File: src/rtl/core/bbma_pkg.sv
// Shared types and constants for the bounded byte memory.
// Request, response and internal command structs; no dependencies.
package bbma_pkg;

	// request type codes
	localparam logic REQ_READ  = 1'b0;
	localparam logic REQ_WRITE = 1'b1;

	// access width codes; the unused code acts as a word
	localparam logic [1:0] WIDTH_BYTE = 2'd0;
	localparam logic [1:0] WIDTH_HALF = 2'd1;
	localparam logic [1:0] WIDTH_WORD = 2'd2;

	localparam int unsigned LANES = 4;

	localparam logic [7:0]  FILL_BYTE    = 8'hA5;
	localparam logic [16:0] MEM_SIZE_RST = 17'h10000;
	localparam logic [31:0] SIZE_ROUND   = 32'd15;
	localparam logic [31:0] SIZE_MASK    = 32'hFFFF_FFF0;

	typedef struct packed {
		logic        req_type;
		logic [1:0]  access_width;
		logic        sign_extend;
		logic [31:0] address;
		logic [31:0] write_data;
	} req_t;

	typedef struct packed {
		logic [31:0] read_data;
		logic        out_of_range;
	} rsp_t;

	// classified access, indexed by byte lane (address mod 4)
	typedef struct packed {
		logic                   is_write;
		logic [1:0]             access_width;
		logic                   sign_extend;
		logic [31:0]            address;
		logic [LANES-1:0]       lane_en;
		logic [LANES-1:0][7:0]  lane_wdata;
		logic                   bad;
	} cmd_t;

endpackage

File: src/rtl/core/bbma_front.sv
// Front end: size register, per-byte bounds check, lane steering.
// Depends on bbma_pkg.
module bbma_front #(
	parameter int unsigned MEM_BYTES = 65536
) (
	input  logic            clk,
	input  logic            arst_n,
	input  logic            cfg_valid,
	input  logic [16:0]     cfg_mem_size,
	input  logic            req_valid,
	output logic            req_ready,
	input  bbma_pkg::req_t  req,
	input  logic            clearing,
	output logic            enq_valid,
	input  logic            enq_ready,
	output bbma_pkg::cmd_t  enq_cmd
);

	localparam int unsigned LIM_W   = $clog2(MEM_BYTES + 1);
	localparam logic [31:0] CAP     = 32'(MEM_BYTES);
	localparam logic [31:0] RST_SZ  = 32'(bbma_pkg::MEM_SIZE_RST);
	localparam logic [31:0] RST_LIM = (CAP < RST_SZ) ? CAP : RST_SZ;

	logic [LIM_W-1:0] limit_q;
	logic [31:0]      rnd;
	logic [31:0]      lim_nxt;

	always_comb begin
		rnd     = (32'(cfg_mem_size) + bbma_pkg::SIZE_ROUND) & bbma_pkg::SIZE_MASK;
		lim_nxt = (rnd > CAP) ? CAP : rnd;
	end

	always_ff @(posedge clk or negedge arst_n) begin
		if (!arst_n) begin
			limit_q <= LIM_W'(RST_LIM);
		end else if (cfg_valid) begin
			limit_q <= LIM_W'(lim_nxt);
		end
	end

	logic [bbma_pkg::LANES-1:0]      in_acc;
	logic [bbma_pkg::LANES-1:0]      lane_en;
	logic [bbma_pkg::LANES-1:0][7:0] lane_wdata;
	logic [31:0]                     byte_addr;
	logic [1:0]                      lane;
	logic                            ok;
	logic                            bad;

	always_comb begin
		unique case (req.access_width)
			bbma_pkg::WIDTH_BYTE: in_acc = 4'b0001;
			bbma_pkg::WIDTH_HALF: in_acc = 4'b0011;
			default:              in_acc = 4'b1111;
		endcase
		lane_en    = '0;
		lane_wdata = '0;
		bad        = 1'b0;
		byte_addr  = '0;
		lane       = '0;
		ok         = 1'b0;
		for (int k = 0; k < bbma_pkg::LANES; k++) begin
			byte_addr = req.address + 32'(k);
			ok        = byte_addr < 32'(limit_q);
			lane      = 2'(req.address[1:0] + 2'(k));
			if (in_acc[k]) begin
				if (ok) begin
					lane_en[lane] = 1'b1;
				end else begin
					bad = 1'b1;
				end
			end
			lane_wdata[lane] = req.write_data[8*k +: 8];
		end
	end

	always_comb begin
		enq_cmd.is_write     = (req.req_type == bbma_pkg::REQ_WRITE);
		enq_cmd.access_width = req.access_width;
		enq_cmd.sign_extend  = req.sign_extend;
		enq_cmd.address      = req.address;
		enq_cmd.lane_en      = lane_en;
		enq_cmd.lane_wdata   = lane_wdata;
		enq_cmd.bad          = bad;
	end

	// no transfer while the store is being filled after reset
	assign enq_valid = req_valid && !clearing;
	assign req_ready = enq_ready && !clearing;

endmodule

File: config.mk
export PLATFORM = sky130hd
export DESIGN_NAME = bbma_front
export DESIGN_NICKNAME = d
export VERILOG_FILES = /design/src/rtl/core/bbma_pkg.sv /design/src/rtl/core/bbma_front.sv
export SDC_FILE = /design/constraint.sdc
export NUM_CORES = 1
export LEC_CHECK = 0
export ABC_CLOCK_PERIOD_IN_PS = 10400
export BUFFER_PORTS_ARGS = -buffer_cell sky130_fd_sc_hd__buf_2
export CAP_MARGIN = 20
export CORE_ASPECT_RATIO = 1.75
export CORE_UTILIZATION = 39
export CTS_CLUSTER_SIZE = 30
export DETAILED_ROUTE_END_ITERATION = 8
export PLACE_DENSITY = 0.76
export SYNTH_ARGS = -nofsm -noshare
export SYNTH_HDL_FRONTEND = slang
export SYNTH_SLANG_ARGS = --single-unit
File: constraint.sdc
create_clock -name clk -period 10.4 [get_ports clk]
set_input_delay 0.52 -clock clk [delete_from_list [all_inputs] [get_ports clk]]
set_output_delay 0.52 -clock clk [all_outputs]
set_load 0.01 [all_outputs]
==> key figures <==
Setup path
  – Crit path max fanout: 42
  – Crit path capture type: output port
  – CP peak stage delay: ~750 ps
  – Delay-heaviest family, CP: simple AND/OR/NAND/NOR gates
  – Critical path's slowest cell: buf_2
  – WP buf/inv: 2
  – Worst path cell trace: buf_2 > nand3_2 > or4_1 > xnor2_1 > ha_1 > and3_1 > a221o_1 > nand2_1 > a31oi_1 > or4_1 > a311oi_2 > a41oi_1 > a22oi_1 > buf_2
  – Arrival @ worst endpoint: slightly below 5000 ps
  – Worst Path Required: 9880 ps
  – CP Launch Type: input port
  – CP Class: input port to output port

Power and ir drop
  – Static leakage: roughly 2.2 nW
  – Cell Pwr Density: about 63 nW/um2
  – Peak supply drop: 0.000157 V

Timing
  – Final hold vios: 0
  – RSZ-0062 raised after global routing: false
  – Crit share post-route: around 52%
  – Final worst slack: roughly 5000 ps
  – Worst Skew: 0 ps
  – Setup TNS: 0 ps
  – Min Clock Period, post-route: 5380 ps
  – Worst-Margin Slew: 1020 ps
  – Fmax: 0.186 GHz
  – WHS: roughly 160 ps
  – Final Slew Violations: 0
  – Rel. slew slack: a little under a third
  – Final setup violation count: 0

Route
  – Initial DRT Pass Iterations: 6
  – Avg Vias per Cell: roughly 6.3
  – Drt wl/cell: 19.2 um
  – Antenna-violating nets left: 0
  – DRT iter0 DRCs: between 200 and 300
  – # DRC: 0
  – Via count: slightly above 5000
  – DRT Wirelength: 15500 um

Final layout
  – Max reg flops: 13
  – Util after Layout: approximately 45%
  – Area of the multi-input gates: approximately 3800 um2
  – Area growth, synth to finish: 12.5%
  – Commonest non-fill, non-tap cell in the layout: buf_2
  – Antenna Cells: 0
  – Biggest regs: limit_q (13)
  – Most frequent cells in the layout: buf_2, ha_1, nand2_1, nor2_1, xor2_1
  – Fill cells: approximately 1200
  – Layout cells sized above 1: about a third
  – Post-route cell area: 5340 um2
  – NumNets Final: 810
  – Top reg by flops: limit_q
  – FF+latch area: ~330 um2

Logic synthesis
  – Post-Synthesis Cell Area: roughly 4700 um2
  – FF+latch count, synth: 13
  – Post-Syn Nets: approximately 720
  – Netlist cell types: 69
  – Top post-synthesis cells by area: mux4_2, ha_1, buf_4
  – Mapped Cells: 583
  – Sequential area share after synthesis: roughly 7%
  – Largest area contributor in the netlist: mux4_2
  – YS warnings: 0
  – Main synth FF type: dfrtp_1
  – Syn avg cell area: about 8 um2
  – Share of the synthesized area in the top cell type: between 10% and 20%
  – EDFF count, synth: 0
  – Async set or reset register ratio after synthesis: 100%

Floorplan
  – Cell Rows: 53
  – Die ar.: approximately 13000 um2
  – Initial Utilization: about two fifths
  – I/O Pins: roughly 170
  – Chip Height: ~150 um
  – Core area: ~12000 um2
  – Die W: roughly 85 um

Placement
  – DP Area: approximately 5300 um2
  – DP Worst Slack: just over 5000 ps
  – Port bufs: between 150 and 200
  – DP HPWL: around 13000 um
  – RD Place Congestion: 0.976

Clock tree
  – Clock Path Buffers: 2
  – Clock sinks: 13
  – H-tree levels: 1
  – Cts bufs inserted: 3
  – CTS tree: yes
  – Post-CTS Hold Buffers: 0
  – Worst-Skew Late Latency: around 230 ps
  – Worst-path clk slew: 40 ps
  – CTS root buf: clkbuf_16
  – PostCTS Resize Cnt: 0
  – Number of post-CTS setup repair buffers: 0

Job
  – Max_cap viols: 0

Global route
  – Total Routing Usage GR: 24.0%
  – First-pass GRT wire length: 24000 um
  – Initial antenna violation count: 0
  – Largest net degree at the start of global routing: just over 50
  – Total gr overflow: 0
  – Vias in the first global route: about 4800

Status
  – Outcome: completed

Hold path
  – Hold WC Path Type: input port to async pin
[per-layer routing]
layer,share of wire (%),track usage (%),vias to the layer above
met5,0,0,-
met2,51,43.4,228
met3,4.0,1.56,80
met1,36,25.9,2425
met4,8.3,17.3,0
li1,-,-,2375
[cell usage after synthesis, types with 3 or more instances]
cell type and number:
o31a_1 3, nor3_1 20, a22oi_1 4, nand3_1 21, and2_1 4, buf_1 7
inv_1 20, buf_4 41, and4_1 7, a211oi_1 8, a21o_1 6, a2111oi_0 3
nor2_1 38, a211o_1 6, o2111ai_1 4, mux4_2 32, a21oi_1 13, ha_1 48
nand2_1 43, xor2_1 34, o21ai_0 13, mux2i_1 3, clkbuf_1 14, or4_1 5
dfrtp_1 12, nor4_1 15, nor2b_1 5, buf_2 17, or2_2 3, and3_1 12
a31oi_1 4, nand4_1 31, xnor2_1 24, o22ai_1 13, or3_1 4
[path summary, 6_finish.rpt]
path | endpoint | start | slack, ps | cells after the start
max in group asynchronous | limit_q[16] | arst_n | 9970 | 1
min in group clk | limit_q[16] | limit_q[16] | 520 | 2
setup / recovery | enq_cmd[35] | req[33] | 5020 | 14
setup reg to reg | limit_q[8] | limit_q[8] | 9580 | 2
hold reg to reg | limit_q[16] | limit_q[16] | 520 | 2
hold / removal | limit_q[15] | arst_n | 160 | 1
[logic make-up after synthesis]
family | share of synthesized area, %
flip-flops | 6.88
AO/OA/AOI/OAI | 15.9
adder cells (fa/ha/maj) | 12.6
XOR/XNOR | 10.7
buffers and inverters | 12.0
multiplexers | 15.8
AND/OR/NAND/NOR | 26.1
[stage by stage]
step	total power, W	cells
2_1_floorplan	0.000200	583
3_3_place_gp	0.000263	803
3_5_place_dp	0.000265	803
4_1_cts	0.000337	807
5_1_grt	0.000362	807
6_report	0.000336	807
[cell type report]
type | instances | share of cell area (%)
inverter | 21 | 1.48
clock buffer | 4 | 1.48
tap | 137 | 3.21
sequential | 13 | 6.11
timing repair buffer | 165 | 15.6
multi-input combinational | 467 | 72.1
[power by group]
| group | total (W) | switching (W) | internal (W) |
|---|---|---|---|
| combinational | 0.000209 | 0.000120 | 0.0000890 |
| clock | 0.0000695 | 0.0000181 | 0.0000514 |
| sequential | 0.0000573 | 0.00000192 | 0.0000554 |
Power figures use the tool's default switching activity.
