**config.mk**
```make
export PLATFORM = sky130hd
export DESIGN_NAME = bbma_queue
export DESIGN_NICKNAME = d
export VERILOG_FILES = /design/src/rtl/core/bbma_pkg.sv /design/src/rtl/core/bbma_queue.sv
export SDC_FILE = /design/constraint.sdc
export NUM_CORES = 1
export LEC_CHECK = 0
export BUFFER_PORTS_ARGS = -buffer_cell sky130_fd_sc_hd__clkbuf_2
export CORE_UTILIZATION = 45
export DETAILED_ROUTE_END_ITERATION = 8
export PLACE_DENSITY_LB_ADDON = 0.08
export SLEW_MARGIN = 40
export SYNTH_ARGS = -nofsm -noshare
export SYNTH_HDL_FRONTEND = slang
export SYNTH_SLANG_ARGS = --single-unit
```
**constraint.sdc**
```tcl
create_clock -name clk -period 4.7 [get_ports clk]
set_input_delay 0.235 -clock clk [delete_from_list [all_inputs] [get_ports clk]]
set_output_delay 0.235 -clock clk [all_outputs]
set_load 0.1 [all_outputs]
```
**src/rtl/core/bbma_pkg.sv**
```systemverilog
// Shared types and constants for the bounded byte memory.
// Request, response and internal command structs; no dependencies.
package bbma_pkg;

	// request type codes
	localparam logic REQ_READ  = 1'b0;
	localparam logic REQ_WRITE = 1'b1;

	// access width codes; the unused code acts as a word
	localparam logic [1:0] WIDTH_BYTE = 2'd0;
	localparam logic [1:0] WIDTH_HALF = 2'd1;
	localparam logic [1:0] WIDTH_WORD = 2'd2;

	localparam int unsigned LANES = 4;

	localparam logic [7:0]  FILL_BYTE    = 8'hA5;
	localparam logic [16:0] MEM_SIZE_RST = 17'h10000;
	localparam logic [31:0] SIZE_ROUND   = 32'd15;
	localparam logic [31:0] SIZE_MASK    = 32'hFFFF_FFF0;

	typedef struct packed {
		logic        req_type;
		logic [1:0]  access_width;
		logic        sign_extend;
		logic [31:0] address;
		logic [31:0] write_data;
	} req_t;

	typedef struct packed {
		logic [31:0] read_data;
		logic        out_of_range;
	} rsp_t;

	// classified access, indexed by byte lane (address mod 4)
	typedef struct packed {
		logic                   is_write;
		logic [1:0]             access_width;
		logic                   sign_extend;
		logic [31:0]            address;
		logic [LANES-1:0]       lane_en;
		logic [LANES-1:0][7:0]  lane_wdata;
		logic                   bad;
	} cmd_t;

endpackage

```
**src/rtl/core/bbma_queue.sv**
```systemverilog
// Two-entry command queue between front and back end.
// Depends on bbma_pkg.
module bbma_queue (
	input  logic            clk,
	input  logic            arst_n,
	input  logic            in_valid,
	output logic            in_ready,
	input  bbma_pkg::cmd_t  in_cmd,
	output logic            out_valid,
	input  logic            out_ready,
	output bbma_pkg::cmd_t  out_cmd
);

	localparam int unsigned DEPTH = 2;
	localparam int unsigned PTR_W = $clog2(DEPTH);
	localparam int unsigned CNT_W = $clog2(DEPTH + 1);

	bbma_pkg::cmd_t   ent_q [DEPTH];
	logic [PTR_W-1:0] wr_ptr_q;
	logic [PTR_W-1:0] rd_ptr_q;
	logic [CNT_W-1:0] cnt_q;
	logic             push;
	logic             pop;

	assign in_ready  = (cnt_q != CNT_W'(DEPTH));
	assign out_valid = (cnt_q != '0);
	assign out_cmd   = ent_q[rd_ptr_q];
	assign push      = in_valid && in_ready;
	assign pop       = out_valid && out_ready;

	always_ff @(posedge clk) begin
		if (push) begin
			ent_q[wr_ptr_q] <= in_cmd;
		end
	end

	always_ff @(posedge clk or negedge arst_n) begin
		if (!arst_n) begin
			wr_ptr_q <= '0;
			rd_ptr_q <= '0;
			cnt_q    <= '0;
		end else begin
			if (push) begin
				wr_ptr_q <= PTR_W'(wr_ptr_q + 1'b1);
			end
			if (pop) begin
				rd_ptr_q <= PTR_W'(rd_ptr_q + 1'b1);
			end
			if (push && !pop) begin
				cnt_q <= CNT_W'(cnt_q + 1'b1);
			end else if (pop && !push) begin
				cnt_q <= CNT_W'(cnt_q - 1'b1);
			end
		end
	end

endmodule

```
==> results.yml, run 1 <==
sta:
  period_share_pct: 57.33
  fin_tns_setup_ns: 0
  max_slew_margin_pct: 61.94
  maxSlewViolCount: 0
  finClkSkew_ns: 0.003406
  hold_viol_final: 0
  fmax_ghz: 0.3711
  rsz0062_at_grt: "false"
  period_minus_slack_ns: 2.695
  tightest_slew_ns: 0.5733
  setup_viol: 0
synthesis:
  synth_most_common_cell: "edfxtp_1"
  ys_top_cells_by_area: "edfxtp_1, mux2_4, mux2_2"
  synth_top_area_share_pct: 76.79
  synth_compound_area_share_pct: 0
  syn_area_mm2: 0.005709
  yosys.area_share.adder_pct: 0.2192
  synth-simple-area-share_pct: 0.5917
  postSynthAreaPerCell_um2: 23.30
  synth-edff-count: 146
  yosys_warnings: 0
  synth_xor_area_share_pct: 0.7670
  synth_top_family_by_area: "multiplexers"
  synth_top_flop_cell: "edfxtp_1"
  yosysSeqAreaShare_pct: 78.54
  async_reset_ff_share_pct: 2.667
  muxShareOfSynthArea_pct: 18.34
  synth_top_cell_by_area: "edfxtp_1"
  netlist_instances: 245
  synth_cell_types: 15
  synth_fp_nets: 323
  synth-seq-cells: 150
  synthTopCellsByCount: "edfxtp_1, mux2_4, mux2_2"
finish:
  areaGrowthSynthToFinish_pct: 29.28
  nFillCells: 938
  seq_area_mm2: 0.004488
  multi_input_area_mm2: 0.001150
  nets: 501
  drive_gt1_share_pct: 59.86
  diodes: 0
setup_path:
  critPathRequiredTime_ns: 4.47
  critPathArrivalTime_ns: 2.46
  cp_max_fo: 31
  start_kind: "flop"
  worstSetupPathType: "reg -> out"
  end_kind: "output pin"
clock_network:
  clock_latency_ns: 0.41
  h-tree-depth: 4
  cts_root_buf: "clkbuf_16"
  cts_tree: "yes"
  cts_buffer_depth: 2
  post_cts_resized: 0
  cts_buffers: 17
  cts_sinks: 150
  cts.clk_slew.worst_paths_ns: 0.06
routing:
  wl_per_cell_um: 15.42
  wl_met2_um: 4612
  dr.max_layer_used: "met4"
  wl_met3_um: 718
  vias_per_cell: 4.631
  dr.pass1.iters: 4
  drtIter0Drc: 149
  via_count: 2797
  ant_nets: 0
  drt-met1-wl_um: 3800
  route.detailed.drc: 0
  wl_um: 9311
status:
  outcome: "finished, final reports clean"
flow_run:
  cap_viol_max_count: 0
hold_path:
  min_path_type: "in -> reg"
floorplanning:
  fp.dieW_um: 114.6
  pin_count: 152
  die-area_mm2: 0.01314
  rows: 40
  dieHeight_um: 114.6
  initial_core_util_pct: 46.75
  core_mm2: 0.01221
place:
  gp_congestion: 0.6575
  port_buffers: 151
  hpwl_um: 6266
grt:
  grt_pass1_vias: 2891
  grt.total_usage_pct: 15.18
  grt_pass1_wl_um: 14300
  antenna_found_initial: 0
  grt_max_degree: 34
  grt-ovfl-total: 0
metrics by stage:
step	cell area (um2)	utilization, %	setup WS, ns	hold WS (ns)	std cells
2_1_floorplan	5712	-	0.8745	-0.06059	245
3_3_place_gp	6638	54.35	2.307	0.05061	560
3_5_place_dp	6733	55.13	2.396	0.05229	564
4_1_cts	7381	60.44	1.955	0.00001321	604
5_1_grt	7381	60.44	1.885	0.001477	604
6_report	7381	60.44	2.005	0.01636	604
cell families (layout without fill, tap and decap cells):
group	Yosys count	after routing
buffers and inverters	9	200
flip-flops	150	150
XOR/XNOR	5	5
adder cells (fa/ha/maj)	1	1
multiplexers	73	73
AND/OR/NAND/NOR	7	7
layout by cell type, fill, tap and decap left out, drive strengths merged:
cell type and n:
and3 1, buf 8, bufinv 3, clkbuf 168
clkinv 12, dfrtp 4, dlygate4sd3 8, edfxtp 146
ha 1, inv 1, mux2 73, nand2 2
nand2b 1, nor2 2, or2 1, xnor2 3
xor2 2
worst paths after layout:
check | start | endpoint | cells past startpoint | slack [ns]
max | rd_ptr_q | out_cmd[44] | 3 | 2.01
min | in_cmd[52] | ent_q[1][52] | 1 | 0.02
max reg2reg | cnt_q[0] | ent_q[0][70] | 5 | 2.80
min reg2reg | cnt_q[1] | cnt_q[1] | 1 | 0.49
max in group asynchronous | arst_n | rd_ptr_q | 2 | 4.38
min in group asynchronous | arst_n | cnt_q[1] | 2 | 0.17
timing repair:
action / 4_1_cts / 5_1_grt
endpoints found under the hold margin: 18 / 0
hold buffers: 8 / 0
setup buffers: 0 / 0
worst max-delay path: stages (launching register included):
cell      delay [ns]
dfrtp_4         0.68
buf_4           0.54
mux2_2          0.41
clkbuf_2        0.38
metal layers:
metal,up-vias,GRT usage [%]
met3,14,5.876
met5,-,0
li1,1334,-
met4,0,8.052
met2,101,24.97
met1,1348,17.13
state kept, by name, summed over array words and instances (netlist names):
signal,cells
cnt_q,2
rd_ptr_q,1
wr_ptr_q,1
ent_q,146
final cells by class:
cell class / count / area share [%]
multi-input cells: 86 / 15.58
clock buffers: 17 / 5.764
clock inverters: 15 / 1.933
well taps: 168 / 2.848
inverters: 1 / 0.05086
repair buffers: 167 / 13.02
flip-flops and latches: 150 / 60.81
Power of run 1 is left out: the tool's default activity adds up to more than one toggle a clock period on the data nets, which glitch-free logic cannot reach.
==> run 2, diff against run 1 <==
ABC_AREA = 1   (was default)
clock period = 2.7 ns   (was 4.7 ns; I/O delays follow)
==> results.yml, run 2 <==
synthesis:
  synth_cell_types: 14
  synth-edff-count: 146
  yosysSeqAreaShare_pct: 81.12
  yosys_warnings: 0
  yosys.area_share.adder_pct: 0.2263
  synth_fp_nets: 488
  synth_top_flop_cell: "edfxtp_1"
  synth_top_family_by_area: "simple AND/OR/NAND/NOR gates"
  synth_top_area_share_pct: 79.31
  synth_xor_area_share_pct: 0.3169
  synth-seq-cells: 150
  synth_compound_area_share_pct: 0
  netlist_instances: 410
  synth-simple-area-share_pct: 15.98
  postSynthAreaPerCell_um2: 13.48
  muxShareOfSynthArea_pct: 0
  synth_most_common_cell: "nand2_1"
  synth_top_cell_by_area: "edfxtp_1"
  ys_top_cells_by_area: "edfxtp_1, nand2_1, dfrtp_1"
  async_reset_ff_share_pct: 2.667
  syn_area_mm2: 0.005528
  synthTopCellsByCount: "nand2_1, edfxtp_1, buf_2"
place:
  hpwl_um: 6769
  gp_congestion: 0.7049
  place_area_mm2: 0.007548
  dp_slack_ns: 0.9821
  port_buffers: 151
clock_network:
  cts_buffer_depth: 2
  post_cts_resized: 0
  cts.clk_slew.worst_paths_ns: 0.06
  h-tree-depth: 4
  cts_root_buf: "clkbuf_16"
  cts_buffers: 17
  clock_latency_ns: 0.41
  cts_sinks: 150
  cts_tree: "yes"
sta:
  hold_viol_final: 0
  max_slew_margin_pct: 45.76
  fin_tns_setup_ns: 0
  tightest_slew_ns: 0.8136
  maxSlewViolCount: 0
  finClkSkew_ns: 0.005632
  fmax_ghz: 0.4764
  setup_viol: 0
  period_share_pct: 77.75
  setup_slack_ns: 0.6008
  rsz0062_at_grt: "false"
  period_minus_slack_ns: 2.099
routing:
  via_count: 3729
  wl_per_cell_um: 14.03
  wl_um: 11310
  drtIter0Drc: 140
  dr.pass1.iters: 4
  ant_nets: 0
  vias_per_cell: 4.627
  route.detailed.drc: 0
finish:
  drive_gt1_share_pct: 29.14
  nets: 724
  final_cell_mix: "nand2_1, edfxtp_1, clkbuf_2, dlygate4sd3_1, buf_12"
  largest_register_ffs: 146
  regMostFlops: "ent_q"
  finalInstanceArea_mm2: 0.008914
  areaGrowthSynthToFinish_pct: 61.25
  diodes: 0
  final_common_cell: "nand2_1"
  largest_registers: "ent_q x146, cnt_q x2"
floorplanning:
  initial_core_util_pct: 46.02
  fp.dieW_um: 112.8
  core_mm2: 0.01201
  die-area_mm2: 0.01273
  dieHeight_um: 112.8
  rows: 40
  pin_count: 152
setup_path:
  cp_max_fo: 74
  critPathArrivalTime_ns: 1.96
  worstSetupPathType: "reg -> out"
  cp_top_family: "buffers and inverters"
  crit_top_cell: "nand2_1"
  path_buf_inv: 2
  crit_chain: "buf_4 > nand2_1 > nand2_1 > buf_12"
  cpMaxStageDelayCell: "buf_4"
  critPathRequiredTime_ns: 2.57
  end_kind: "output pin"
  critPathMaxStageDelay_ns: 0.62
  start_kind: "flop"
grt:
  grt-ovfl-total: 0
  grt_pass1_wl_um: 18170
  grt_pass1_vias: 3783
  antenna_found_initial: 0
  grt_max_degree: 75
  grt.total_usage_pct: 19.24
hold_path:
  min_path_type: "in -> async"
status:
  outcome: "finished, final reports clean"
flow_run:
  cap_viol_max_count: 0
==> run 2: cell count changes after synthesis, moves of 6 or more <==
cell	delta
buf_4	+7
buf_6	-6
mux2_4	-60
nand2_1	+227
buf_2	+7
mux2_2	-13
==> run 2: logic make-up (layout without fill, tap and decap cells) <==
kind of cell / after synthesis / in the layout
xor+xnor: 2 / 2
flops: 150 / 150
buf+inv: 23 / 272
fa+ha+maj: 1 / 1
simple gates: 234 / 234
==> run 2: worst paths after layout <==
check / slack [ns] / endpoint / startpoint / cells past startpoint
max: 0.60 / out_cmd[15] / rd_ptr_q / 4
min: 0.1 / cnt_q[1] / arst_n / 2
max reg2reg: 0.99 / ent_q[1][51] / cnt_q[0] / 5
min reg2reg: 0.52 / cnt_q[0] / cnt_q[0] / 1
max in group asynchronous: 2.46 / rd_ptr_q / arst_n / 2
min in group clk: 0.15 / wr_ptr_q / in_valid / 3
==> run 2: routing by layer <==
layer / vias to the layer above / track usage [%] / routed length [um]
li1: 1850 / - / -
met1: 1739 / 21.81 / 4494
met2: 119 / 34.36 / 6022
met3: 21 / 4.767 / 561
met4: 0 / 8.800 / 228
met5: - / 0 / 0
==> run 2: layout make-up <==
class                      instances  area (um2)
clock buffer                      20       436.7
clock inverter                    12       177.7
fill                             811        3098
inverter                           7       26.28
multi-input combinational        237       935.9
sequential                       150        4486
tap                              147       183.9
timing repair buffer             233        2668
==> run 2: stage by stage <==
step                      instances  hold WS [ns]  utilization [%]
after floorplan                 410       -0.1606                -
after global placement          699      -0.05128            62.84
after detailed placement        699      -0.04622            62.84
after global routing            806        0.1221            74.21
after CTS                       806       0.08898            74.21
final                           806       0.09972            74.21
==> run 2: what timing repair did <==
action / 4_1_cts / 5_1_grt
hold buffers: 75 / 0
hold endpoints to repair: 151 / 0
buffers inserted: 0 / 0
Power of run 2 is left out for the same reason.
